<file path="src/rtl/core/itbp_pkg.sv">
package itbp_pkg;

  localparam int NUM_SLOTS_DEF = 16;
  localparam int ID_WIDTH_DEF  = 16;
  localparam int CFG_WIDTH     = 5;
  localparam logic [CFG_WIDTH-1:0] SLOTS_ENABLED_RST = 5'd16;

  localparam logic [1:0] KIND_ACQUIRE = 2'd0;
  localparam logic [1:0] KIND_LOOKUP  = 2'd1;
  localparam logic [1:0] KIND_RELEASE = 2'd2;

  localparam logic [2:0] STATUS_FOUND    = 3'd0;
  localparam logic [2:0] STATUS_CLAIMED  = 3'd1;
  localparam logic [2:0] STATUS_RELEASED = 3'd2;
  localparam logic [2:0] STATUS_MISS     = 3'd3;
  localparam logic [2:0] STATUS_BAD_ID   = 3'd4;

  typedef struct packed {
    logic [1:0]  kind;
    logic [15:0] owner_id;
  } itbp_in_t;

  typedef struct packed {
    logic [2:0] status;
    logic [3:0] slot;
  } itbp_out_t;

  typedef enum logic [1:0] {
    S_IDLE,
    S_SCAN,
    S_FINISH
  } itbp_state_t;

endpackage

</file>
<file path="src/rtl/core/id_tagged_buffer_pool.sv">
// Pool of buffer slots, each free or owned by a nonzero ID. An acquire returns the slot
// the ID already owns or claims the lowest free slot (status "newly claimed"), a lookup
// only finds, a release frees. Every request gives exactly one result beat. A request with
// an ID of zero or an unknown kind finishes without a scan. Any other request walks the
// owner RAM one slot per cycle from slot 0, with a single comparator checking ownership
// and noting the first free slot in the same pass; a scan stops early on a match. The
// input is stalled while a request is in flight, and the result sits in an output register
// so the next request can start while it waits to be taken. The user must write
// slots_enabled only while idle; the block itself does not enforce this. Zero acts as one
// and values above the pool size act as the pool size.
module id_tagged_buffer_pool #(
  parameter int NUM_SLOTS = itbp_pkg::NUM_SLOTS_DEF,
  parameter int ID_WIDTH  = itbp_pkg::ID_WIDTH_DEF
) (
  input  logic                                clk,
  input  logic                                rst_n,
  input  logic                                in_valid,
  output logic                                in_stall,
  input  itbp_pkg::itbp_in_t                  in_data,
  output logic                                out_valid,
  input  logic                                out_stall,
  output itbp_pkg::itbp_out_t                 out_data,
  input  logic                                cfg_wr_en,
  input  logic [itbp_pkg::CFG_WIDTH-1:0]      cfg_wr_data
);

  localparam int IDX_W = (NUM_SLOTS > 1) ? $clog2(NUM_SLOTS) : 1;
  localparam int CNT_W = $clog2(NUM_SLOTS + 1);
  localparam int CMP_W = (CNT_W > itbp_pkg::CFG_WIDTH) ? CNT_W : itbp_pkg::CFG_WIDTH;

  itbp_pkg::itbp_state_t state_r, state_nxt;

  logic [itbp_pkg::CFG_WIDTH-1:0] slots_enabled_r;
  logic [NUM_SLOTS-1:0]           in_use_r;
  logic [ID_WIDTH-1:0]            id_r, id_nxt;
  logic [1:0]                     kind_r, kind_nxt;
  logic [IDX_W-1:0]               addr_r, addr_nxt;
  logic                           issue_r, issue_nxt;
  logic                           rd_vld_r, rd_vld_nxt;
  logic [IDX_W-1:0]               rd_idx_r, rd_idx_nxt;
  logic                           free_found_r, free_found_nxt;
  logic [IDX_W-1:0]               free_idx_r, free_idx_nxt;
  logic [2:0]                     res_status_r, res_status_nxt;
  logic [IDX_W-1:0]               res_idx_r, res_idx_nxt;
  logic                           out_valid_r;
  itbp_pkg::itbp_out_t            out_data_r;

  logic [ID_WIDTH+15:0]  id_ext;
  logic [ID_WIDTH-1:0]   id_in;
  logic [CMP_W-1:0]      cfg_ext;
  logic [IDX_W-1:0]      last_idx;
  logic [ID_WIDTH-1:0]   rd_data;
  logic                  in_accept;
  logic                  out_load;
  logic                  hit;
  logic                  free_now;
  logic                  free_any;
  logic [IDX_W-1:0]      free_sel;
  logic                  scan_done;
  logic                  ram_wr_en;
  logic                  use_wr;
  logic                  use_val;
  logic [IDX_W-1:0]      use_idx;
  logic [IDX_W+3:0]      slot_ext;

  // Owner IDs are taken modulo 2^ID_WIDTH.
  assign id_ext = {{ID_WIDTH{1'b0}}, in_data.owner_id};
  assign id_in  = id_ext[ID_WIDTH-1:0];

  assign cfg_ext = CMP_W'(slots_enabled_r);

  always_comb begin
    if (slots_enabled_r == '0) begin
      last_idx = '0;
    end else if (cfg_ext > CMP_W'(NUM_SLOTS)) begin
      last_idx = IDX_W'(NUM_SLOTS - 1);
    end else begin
      last_idx = IDX_W'(cfg_ext - CMP_W'(1));
    end
  end

  itbp_owner_ram #(
    .DEPTH  (NUM_SLOTS),
    .WIDTH  (ID_WIDTH),
    .ADDR_W (IDX_W)
  ) u_owner_ram (
    .clk     (clk),
    .wr_en   (ram_wr_en),
    .wr_addr (free_sel),
    .wr_data (id_r),
    .rd_addr (addr_r),
    .rd_data (rd_data)
  );

  assign in_stall  = (state_r != itbp_pkg::S_IDLE);
  assign in_accept = in_valid && !in_stall;
  assign out_load  = (state_r == itbp_pkg::S_FINISH) && (!out_valid_r || !out_stall);

  // The compare stage works on the RAM address from the previous cycle.
  assign hit       = rd_vld_r && in_use_r[rd_idx_r] && (rd_data == id_r);
  assign free_now  = rd_vld_r && !in_use_r[rd_idx_r];
  assign free_any  = free_found_r || free_now;
  assign free_sel  = free_found_r ? free_idx_r : rd_idx_r;
  assign scan_done = (state_r == itbp_pkg::S_SCAN) &&
                     (hit || (rd_vld_r && (rd_idx_r == last_idx)));

  always_comb begin
    state_nxt      = state_r;
    id_nxt         = id_r;
    kind_nxt       = kind_r;
    addr_nxt       = addr_r;
    issue_nxt      = issue_r;
    rd_vld_nxt     = 1'b0;
    rd_idx_nxt     = addr_r;
    free_found_nxt = free_found_r;
    free_idx_nxt   = free_idx_r;
    res_status_nxt = res_status_r;
    res_idx_nxt    = res_idx_r;
    ram_wr_en      = 1'b0;
    use_wr         = 1'b0;
    use_val        = 1'b0;
    use_idx        = rd_idx_r;

    unique case (state_r)
      itbp_pkg::S_IDLE: begin
        if (in_accept) begin
          id_nxt         = id_in;
          kind_nxt       = in_data.kind;
          addr_nxt       = '0;
          issue_nxt      = 1'b1;
          free_found_nxt = 1'b0;
          res_idx_nxt    = '0;
          res_status_nxt = itbp_pkg::STATUS_MISS;
          state_nxt      = itbp_pkg::S_SCAN;
          unique case (in_data.kind) inside
            itbp_pkg::KIND_ACQUIRE, itbp_pkg::KIND_LOOKUP: begin
              if (id_in == '0) begin
                res_status_nxt = itbp_pkg::STATUS_BAD_ID;
                state_nxt      = itbp_pkg::S_FINISH;
              end
            end
            itbp_pkg::KIND_RELEASE: begin
              if (id_in == '0) begin
                state_nxt = itbp_pkg::S_FINISH;
              end
            end
            default: begin
              state_nxt = itbp_pkg::S_FINISH;
            end
          endcase
        end
      end

      itbp_pkg::S_SCAN: begin
        if (issue_r) begin
          rd_vld_nxt = !scan_done;
          if (addr_r == last_idx) begin
            issue_nxt = 1'b0;
          end else begin
            addr_nxt = addr_r + IDX_W'(1);
          end
        end
        if (free_now && !free_found_r) begin
          free_found_nxt = 1'b1;
          free_idx_nxt   = rd_idx_r;
        end
        if (scan_done) begin
          issue_nxt      = 1'b0;
          rd_vld_nxt     = 1'b0;
          state_nxt      = itbp_pkg::S_FINISH;
          res_status_nxt = itbp_pkg::STATUS_MISS;
          res_idx_nxt    = '0;
          case (kind_r)
            itbp_pkg::KIND_ACQUIRE: begin
              if (hit) begin
                res_status_nxt = itbp_pkg::STATUS_FOUND;
                res_idx_nxt    = rd_idx_r;
              end else if (free_any) begin
                res_status_nxt = itbp_pkg::STATUS_CLAIMED;
                res_idx_nxt    = free_sel;
                ram_wr_en      = 1'b1;
                use_wr         = 1'b1;
                use_val        = 1'b1;
                use_idx        = free_sel;
              end
            end
            itbp_pkg::KIND_LOOKUP: begin
              if (hit) begin
                res_status_nxt = itbp_pkg::STATUS_FOUND;
                res_idx_nxt    = rd_idx_r;
              end
            end
            itbp_pkg::KIND_RELEASE: begin
              if (hit) begin
                res_status_nxt = itbp_pkg::STATUS_RELEASED;
                res_idx_nxt    = rd_idx_r;
                use_wr         = 1'b1;
                use_val        = 1'b0;
                use_idx        = rd_idx_r;
              end
            end
            default: begin
              res_status_nxt = itbp_pkg::STATUS_MISS;
            end
          endcase
        end
      end

      itbp_pkg::S_FINISH: begin
        if (out_load) begin
          state_nxt = itbp_pkg::S_IDLE;
        end
      end

      default: begin
        state_nxt = itbp_pkg::S_IDLE;
      end
    endcase
  end

  always_ff @(posedge clk) begin
    if (!rst_n) begin
      state_r         <= itbp_pkg::S_IDLE;
      slots_enabled_r <= itbp_pkg::SLOTS_ENABLED_RST;
      in_use_r        <= '0;
      issue_r         <= 1'b0;
      rd_vld_r        <= 1'b0;
      free_found_r    <= 1'b0;
      out_valid_r     <= 1'b0;
    end else begin
      state_r      <= state_nxt;
      issue_r      <= issue_nxt;
      rd_vld_r     <= rd_vld_nxt;
      free_found_r <= free_found_nxt;
      if (cfg_wr_en) begin
        slots_enabled_r <= cfg_wr_data;
      end
      if (use_wr) begin
        in_use_r[use_idx] <= use_val;
      end
      if (out_load) begin
        out_valid_r <= 1'b1;
      end else if (!out_stall) begin
        out_valid_r <= 1'b0;
      end
    end
  end

  assign slot_ext = {4'b0000, res_idx_r};

  always_ff @(posedge clk) begin
    id_r         <= id_nxt;
    kind_r       <= kind_nxt;
    addr_r       <= addr_nxt;
    rd_idx_r     <= rd_idx_nxt;
    free_idx_r   <= free_idx_nxt;
    res_status_r <= res_status_nxt;
    res_idx_r    <= res_idx_nxt;
    if (out_load) begin
      out_data_r.status <= res_status_r;
      out_data_r.slot   <= slot_ext[3:0];
    end
  end

  assign out_valid = out_valid_r;
  assign out_data  = out_data_r;

  a_accept_leaves_idle: assert property (@(posedge clk) disable iff (!rst_n)
    in_accept |=> (state_r != itbp_pkg::S_IDLE))
    else $error("accepted request did not start the sequencer");

  a_scan_addr_in_range: assert property (@(posedge clk) disable iff (!rst_n)
    (state_r == itbp_pkg::S_SCAN && issue_r) |-> (addr_r <= last_idx))
    else $error("scan address beyond the enabled slots");

  a_claim_marks_in_use: assert property (@(posedge clk) disable iff (!rst_n)
    (out_load && res_status_r == itbp_pkg::STATUS_CLAIMED) |=> in_use_r[$past(res_idx_r)])
    else $error("claimed slot not marked in use");

  a_release_frees: assert property (@(posedge clk) disable iff (!rst_n)
    (out_load && res_status_r == itbp_pkg::STATUS_RELEASED) |=> !in_use_r[$past(res_idx_r)])
    else $error("released slot still marked in use");

  a_load_only_when_free: assert property (@(posedge clk) disable iff (!rst_n)
    (out_valid_r && out_stall) |-> !out_load)
    else $error("result register overwritten while held");

endmodule

</file>
<file path="src/rtl/core/itbp_owner_ram.sv">
module itbp_owner_ram #(
  parameter int DEPTH  = itbp_pkg::NUM_SLOTS_DEF,
  parameter int WIDTH  = itbp_pkg::ID_WIDTH_DEF,
  parameter int ADDR_W = (DEPTH > 1) ? $clog2(DEPTH) : 1
) (
  input  logic              clk,
  input  logic              wr_en,
  input  logic [ADDR_W-1:0] wr_addr,
  input  logic [WIDTH-1:0]  wr_data,
  input  logic [ADDR_W-1:0] rd_addr,
  output logic [WIDTH-1:0]  rd_data
);

  logic [WIDTH-1:0] mem [DEPTH];
  logic [WIDTH-1:0] rd_data_r;

  always_ff @(posedge clk) begin
    if (wr_en) begin
      mem[wr_addr] <= wr_data;
    end
    rd_data_r <= mem[rd_addr];
  end

  assign rd_data = rd_data_r;

endmodule

</file>
<file path="config.mk">
export PLATFORM = sky130hd
export DESIGN_NAME = id_tagged_buffer_pool
export DESIGN_NICKNAME = d
export VERILOG_FILES = /design/src/rtl/core/itbp_pkg.sv /design/src/rtl/core/id_tagged_buffer_pool.sv /design/src/rtl/core/itbp_owner_ram.sv
export SDC_FILE = /design/constraint.sdc
export NUM_CORES = 1
export LEC_CHECK = 0
export BUFFER_PORTS_ARGS = -buffer_cell sky130_fd_sc_hd__buf_2
export CAP_MARGIN = 30
export CORE_MARGIN = 2
export CORE_UTILIZATION = 45
export DETAILED_ROUTE_END_ITERATION = 8
export GPL_ROUTABILITY_DRIVEN = 0
export SLEW_MARGIN = 0
export SYNTH_ARGS = -nofsm -noshare
export SYNTH_HDL_FRONTEND = slang
export SYNTH_SLANG_ARGS = --single-unit
</file>
<file path="constraint.sdc">
create_clock -name clk -period 4.59 [get_ports clk]
set_clock_uncertainty 0.15 [all_clocks]
set_input_delay 0.459 -clock clk [delete_from_list [all_inputs] [get_ports clk]]
set_output_delay 0.459 -clock clk [all_outputs]
set_load 0.01 [all_outputs]
</file>
==> results.ini, run 1 <==
[placement]
dp_cells = 1167
hpwl_um = 21800
place_area_um2 = 14500
io_buffers = 36

[route]
ant_nets = 0
first_iter_violations = 709
drc = 0
routed_wl_um = 32100
first_pass_iters = 7
vias = 7296
wl_per_cell_um = 25.8
viasPerCell = 5.86

[status]
status = finished, final reports clean

[yosys]
synthTopCellsByCount = 296 x edfxtp_1, 80 x mux4_2, 47 x dfxtp_1, 47 x nor2_1, 25 x nand2_1
synthArstFlopShare_pct = 0
synthFlopType = edfxtp_1
yosysSeqAreaShare_pct = 72.2
yosysMostFrequentCell = edfxtp_1
synth_nets = 769
synth_edf_count = 296
synth.top_cell.area_share_pct = 65.3
synth_area_leader_cell = edfxtp_1
netlist_area_um2 = 13600
synth.distinct_cells = 61
synthTopCellsByArea = edfxtp_1 65%, mux4_2 13%, dfxtp_1 6.9%
postSynthAreaPerCell_um2 = 18.5
synth_warnings = 0
ys_ff_latch = 343
synth_cells = 735

[critical_path]
r2r-end = u_owner_ram.mem[14][1]$_DFFE_PP_
cp_slowest_cell = dfxtp_1
arrival_ps = 3870
critPathLaunchType = register
crit_buf_inv = 2
crit_fanout = 19
crit_path_end_kind = register
r2r_setup_slack_ps = 780
criticalPathCategory = register to register
crit_family = simple AND/OR/NAND/NOR gates
required_ps = 4650
ff2ff_path_depth = 9
crit-reg2reg-launch = rd_idx_r[1]$_DFF_P_
crit_path_max_incr_delay_ps = 650
cp_cell_sequence = mux4_1 -> o21bai_1 -> a2111o_1 -> nand4_1 -> nor2_2 -> buf_4 -> nand2_1 -> nor2_2 -> buf_4

[floorplan]
coreArea_um2 = 29700
dieHeight_um = 178
start_util_pct = 45.8
ios = 37
die-area_um2 = 31600
die_w_um = 178
rows = 63

[sta]
max_freq_ghz = 0.262
setup-tns-final_ps = 0
hold_viol_final = 0
setup_viol = 0
period_minus_slack_ps = 3810
rsz0062_at_grt = false
worst_pin_slew_ps = 997
maxSlewViolCount = 0
post-route-period-util_pct = 83.1
relSlewSlack_pct = 33.4

[hold_path]
holdPathStages = 3
hold_end = cfg_ext[4]$_SDFFE_PN1P_
hold_path.class = input pin to register
min_from = cfg_wr_data[4]

[clock_network]
cts.reportedPaths.clkPinSlew_ps = 60
clk_latency_ps = 530
root_buffer = clkbuf_16
htreeDepth = 2
cts_tree = done
post_cts_buffers = 0
clock-sinks = 343
cts_inserted_buffers = 36
max-clock-path-buffers = 3

[global_route]
grt_pass1_vias = 7368
overflow = 0
antenna_found_initial = 1
grt_usage_pct = 20.9
grt_pass1_wl_um = 47500
grt_max_degree = 71

[cells_and_area]
final_cells = 1245
multi_input_area_um2 = 3620
n_antenna_cell = 0
finalNetCount = 862
regArea_um2 = 9830
final_cell_area_um2 = 15800
nFillCells = 2268
syn2layout_area_growth_pct = 16.5
drive_gt1_share_pct = 28.4

[power]
vdd_drop_max_mv = 0.272
powerDensity_nw_per_um2 = 475
p_leak_nw = 5.19

[job]
drv_cap = 0

-- metal layers --
metal / GRT usage, % / vias to the layer above / part of all wire, %
met5: 0 / - / 0
met4: 5.02 / 0 / 1.7
met3: 3.19 / 42 / 5.6
met2: 34.4 / 239 / 49
met1: 29.7 / 3858 / 43
li1: - / 3157 / -
-- cell type report --
cell class,count,area share [%]
flip-flops and latches,343,62.0
multi-input cells,348,22.8
clock buffers,49,6.38
repair buffers,90,4.11
well taps,390,3.08
clock inverters,16,1.36
inverters,9,0.213
-- placed cells by master, fill, tap and decap left out, types with 11 or more instances in the layout --
cell type / instances
a21oi_1: 18
buf_2: 36
buf_4: 39
clkbuf_16: 37
dfxtp_1: 47
dlygate4sd3_1: 13
edfxtp_1: 296
mux2i_1: 12
mux4_2: 80
nand2_1: 25
nand3_1: 13
nor2_1: 31
nor2_2: 17
o21ai_0: 20
xor2_1: 11
-- kinds of logic after synthesis --
kind of cell / Yosys count / synth area share (%)
compound gates: 77 / 3.73
xor+xnor: 21 / 1.35
fa+ha+maj: 6 / 0.552
buf+inv: 44 / 1.45
flops: 343 / 72.2
mux: 104 / 15.6
simple gates: 140 / 5.12
-- flip-flops by register name, summed over array words and instances (netlist names), 2 cells and up --
signal and count:
addr_r 4, cfg_ext 5, free_idx_r 4, id_r 16
in_use_r 16, kind_r 2, out_data 7, rd_idx_r 4
res_idx_r 4, res_status_r 3, state_r 2, u_owner_ram.mem 256
u_owner_ram.rd_data 16
-- where the power goes --
group | switching (mW) | internal (mW) | leakage (nW)
Clock | 1.16 | 1.83 | 0.602
Sequential | 0.0985 | 3.53 | 3.06
Combinational | 0.502 | 0.408 | 1.53
Total | 1.76 | 5.76 | 5.19
-- through the flow --
step	power (mW)	worst slack [ps]	util [%]	hold slack, ps
floorplan	4.25	836	-	196
global placement	4.57	971	48.7	260
CTS	7.59	818	53.3	3.66
finish	7.52	776	53.3	12.9
detailed placement	4.60	848	48.8	256
global route	7.76	503	53.3	5.88
-- worst reg2reg max path, delay by kind of cell, from the launching register on --
kind                   cells  cell delay, ps
AND/OR/NAND/NOR            4             890
AO/OA/AOI/OAI              2             660
buffers and inverters      2             520
multiplexers               1             640
flip-flops                 1             650
-- what timing repair did --
item                      4_1_cts  5_1_grt
hold buffers                   13        0
resized for setup               0        0
hold endpoints to repair       13        0
-- worst max path at each step --
stage	startpoint	endpoint	slack (ps)	cells after the start
CTS	rd_idx_r[1]$_DFF_P_	u_owner_ram.mem[5][9]$_DFFE_PP_	820	9
finish	rd_idx_r[1]$_DFF_P_	u_owner_ram.mem[14][1]$_DFFE_PP_	780	9
global placement	rd_idx_r[1]$_DFF_P_	u_owner_ram.mem[1][0]$_DFFE_PP_	970	9
detailed placement	rd_idx_r[1]$_DFF_P_	u_owner_ram.mem[13][2]$_DFFE_PP_	850	9
floorplan	cfg_ext[0]$_SDFFE_PN0P_	u_owner_ram.mem[13][0]$_DFFE_PP_	840	12
global route	rd_idx_r[1]$_DFF_P_	u_owner_ram.mem[2][13]$_DFFE_PP_	500	9
No activity file was read; power rests on OpenSTA's default activity.
==> inputs of run 2 (changes only) <==
==> constraint.sdc (replaced) <==
create_clock -name clk -period 3.75 [get_ports clk]
set_clock_uncertainty 0.15 [all_clocks]
set_input_delay 0.375 -clock clk [delete_from_list [all_inputs] [get_ports clk]]
set_output_delay 0.375 -clock clk [all_outputs]
set_load 0.01 [all_outputs]
==> run 2 against run 1 <==
Compared with the run above:
- highest routed layer unchanged
- sequential power grew 21%
- power grew 23%
- sequential share of layout area shrank 1.2 points
- setup slack lost 550 ps
==> results.ini, run 2 (synthesized netlist as in run 1, its figures left out) <==
[placement]
io_buffers = 36
place_area_um2 = 14600
hpwl_um = 21400

[critical_path]
crit_fanout = 16
crit_path_end_kind = register
crit_buf_inv = 1
crit_path_max_incr_delay_ps = 740
r2r_setup_slack_ps = 220
cp_cell_sequence = inv_1 -> ha_1 -> or3b_2 -> a21oi_1 -> o211ai_1 -> a31oi_1 -> nand4_1 -> nor2_2 -> nand2_1 -> nor2_2
cp_slowest_cell = nor2_2
path_common_cell = nor2_2
crit_family = simple AND/OR/NAND/NOR gates
arrival_ps = 3520
critPathLaunchType = register
required_ps = 3740
criticalPathCategory = register to register

[route]
first_iter_violations = 897
viasPerCell = 5.79
wl_per_cell_um = 25.2
routed_wl_um = 32000
vias = 7340
ant_nets = 0
first_pass_iters = 7
drc = 0

[global_route]
grt_pass1_vias = 7379
grt_max_degree = 49
antenna_found_initial = 3
grt_pass1_wl_um = 47500
grt_usage_pct = 20.9
overflow = 0

[cells_and_area]
multi_input_area_um2 = 3640
regMostFlops = u_owner_ram.mem
final_cell_area_um2 = 16200
final_cell_mix = 296 x edfxtp_1, 80 x mux4_2, 47 x dfxtp_1
nFillCells = 2295
finalNetCount = 882
syn2layout_area_growth_pct = 18.7
final_common_cell = edfxtp_1
drive_gt1_share_pct = 28.8
n_antenna_cell = 0
largest_reg_flops = 256
regArea_um2 = 9830

[floorplan]
rows = 63
die_w_um = 178
dieHeight_um = 178
die-area_um2 = 31600
ios = 37
start_util_pct = 45.8
coreArea_um2 = 29700

[hold_path]
hold_path.class = input pin to register

[clock_network]
cts_inserted_buffers = 37
clk_latency_ps = 520
max-clock-path-buffers = 3
cts.reportedPaths.clkPinSlew_ps = 60
htreeDepth = 2
clock-sinks = 343
root_buffer = clkbuf_16
post_cts_buffers = 0
cts_tree = done

[sta]
hold_ws_ps = 24.7
hold_viol_final = 0
relSlewSlack_pct = 39.5
max_freq_ghz = 0.283
maxSlewViolCount = 0
period_minus_slack_ps = 3530
worst_pin_slew_ps = 906
post-route-period-util_pct = 94.1
setup-tns-final_ps = 0
rsz0062_at_grt = true
setup_viol = 0

[power]
vdd_drop_max_mv = 0.306
powerDensity_nw_per_um2 = 574
p_leak_nw = 5.29

[job]
drv_cap = 0

[status]
status = finished, final reports clean

## run 2: cell types whose count changed in the layout (fill, tap and decap cells not counted)
| cell | change |
|---|---|
| clkinv_1 | +2 |
| buf_12 | +7 |
| clkinv_2 | +2 |
| buf_8 | +2 |
| dlygate4sd3_1 | +11 |
| clkinvlp_4 | +3 |
| nor2_4 | +4 |
| clkbuf_8 | -4 |
| buf_4 | -1 |
| clkbuf_16 | +2 |
| nor2_2 | -4 |
| clkinv_8 | -1 |
| clkbuf_1 | -1 |
## run 2: timing repair
action,in CTS,in global routing
gates resized for setup,0,4
hold endpoints to repair,23,0
setup endpoints to repair,0,80
hold buffers,24,0
## run 2: power by group
part	leakage [nW]	switching [mW]	total, mW	internal (mW)
Combinational	1.62	0.652	1.17	0.519
Clock	0.601	1.45	3.70	2.25
Sequential	3.06	0.0945	4.41	4.32
Total	5.29	2.20	9.28	7.08
## run 2: cell type report
type	instances	share of cell area [%]
Clock buffer	46	6.20
Clock inverter	22	1.48
Inverter	9	0.209
Multi-Input combinational cell	348	22.5
Sequential cell	343	60.8
Tap cell	390	3.02
Timing Repair Buffer	109	5.72
## run 2: routing by layer
layer | wire length, um | global-route usage [%]
met3 | 2020 | 2.66
met4 | 956 | 7.31
met1 | 13500 | 29.7
met2 | 15500 | 33.6
met5 | 0 | 0
## run 2: final timing paths
| check | from | depth (start not counted) | to |
|---|---|---|---|
| worst min register to register | res_status_r[1]$_DFFE_PP_ | 0 | out_data[5]$_DFFE_PP_ |
| worst max-delay path | cfg_ext[1]$_SDFFE_PN0P_ | 10 | u_owner_ram.mem[2][1]$_DFFE_PP_ |
| worst min-delay path | out_stall | 3 | out_valid$_SDFFE_PN0P_ |
| worst max register to register | cfg_ext[1]$_SDFFE_PN0P_ | 10 | u_owner_ram.mem[2][1]$_DFFE_PP_ |
## run 2: stage by stage
stage                     util [%]  worst slack [ps]  total power, mW  std cells
after floorplan                  -             -4.00             5.20        735
after global placement        49.1               145             5.61       1172
after detailed placement      49.2               117             5.63       1173
after CTS                     54.2              82.0             9.33       1265
after global routing          54.4             -16.8             9.55       1267
final                         54.4               222             9.28       1267
## run 2: worst min-delay path, delay by kind of cell
family / cells / cell delay (ps)
AND/OR/NAND/NOR: 1 / 90
buffers and inverters: 1 / 110
AO/OA/AOI/OAI: 1 / 70
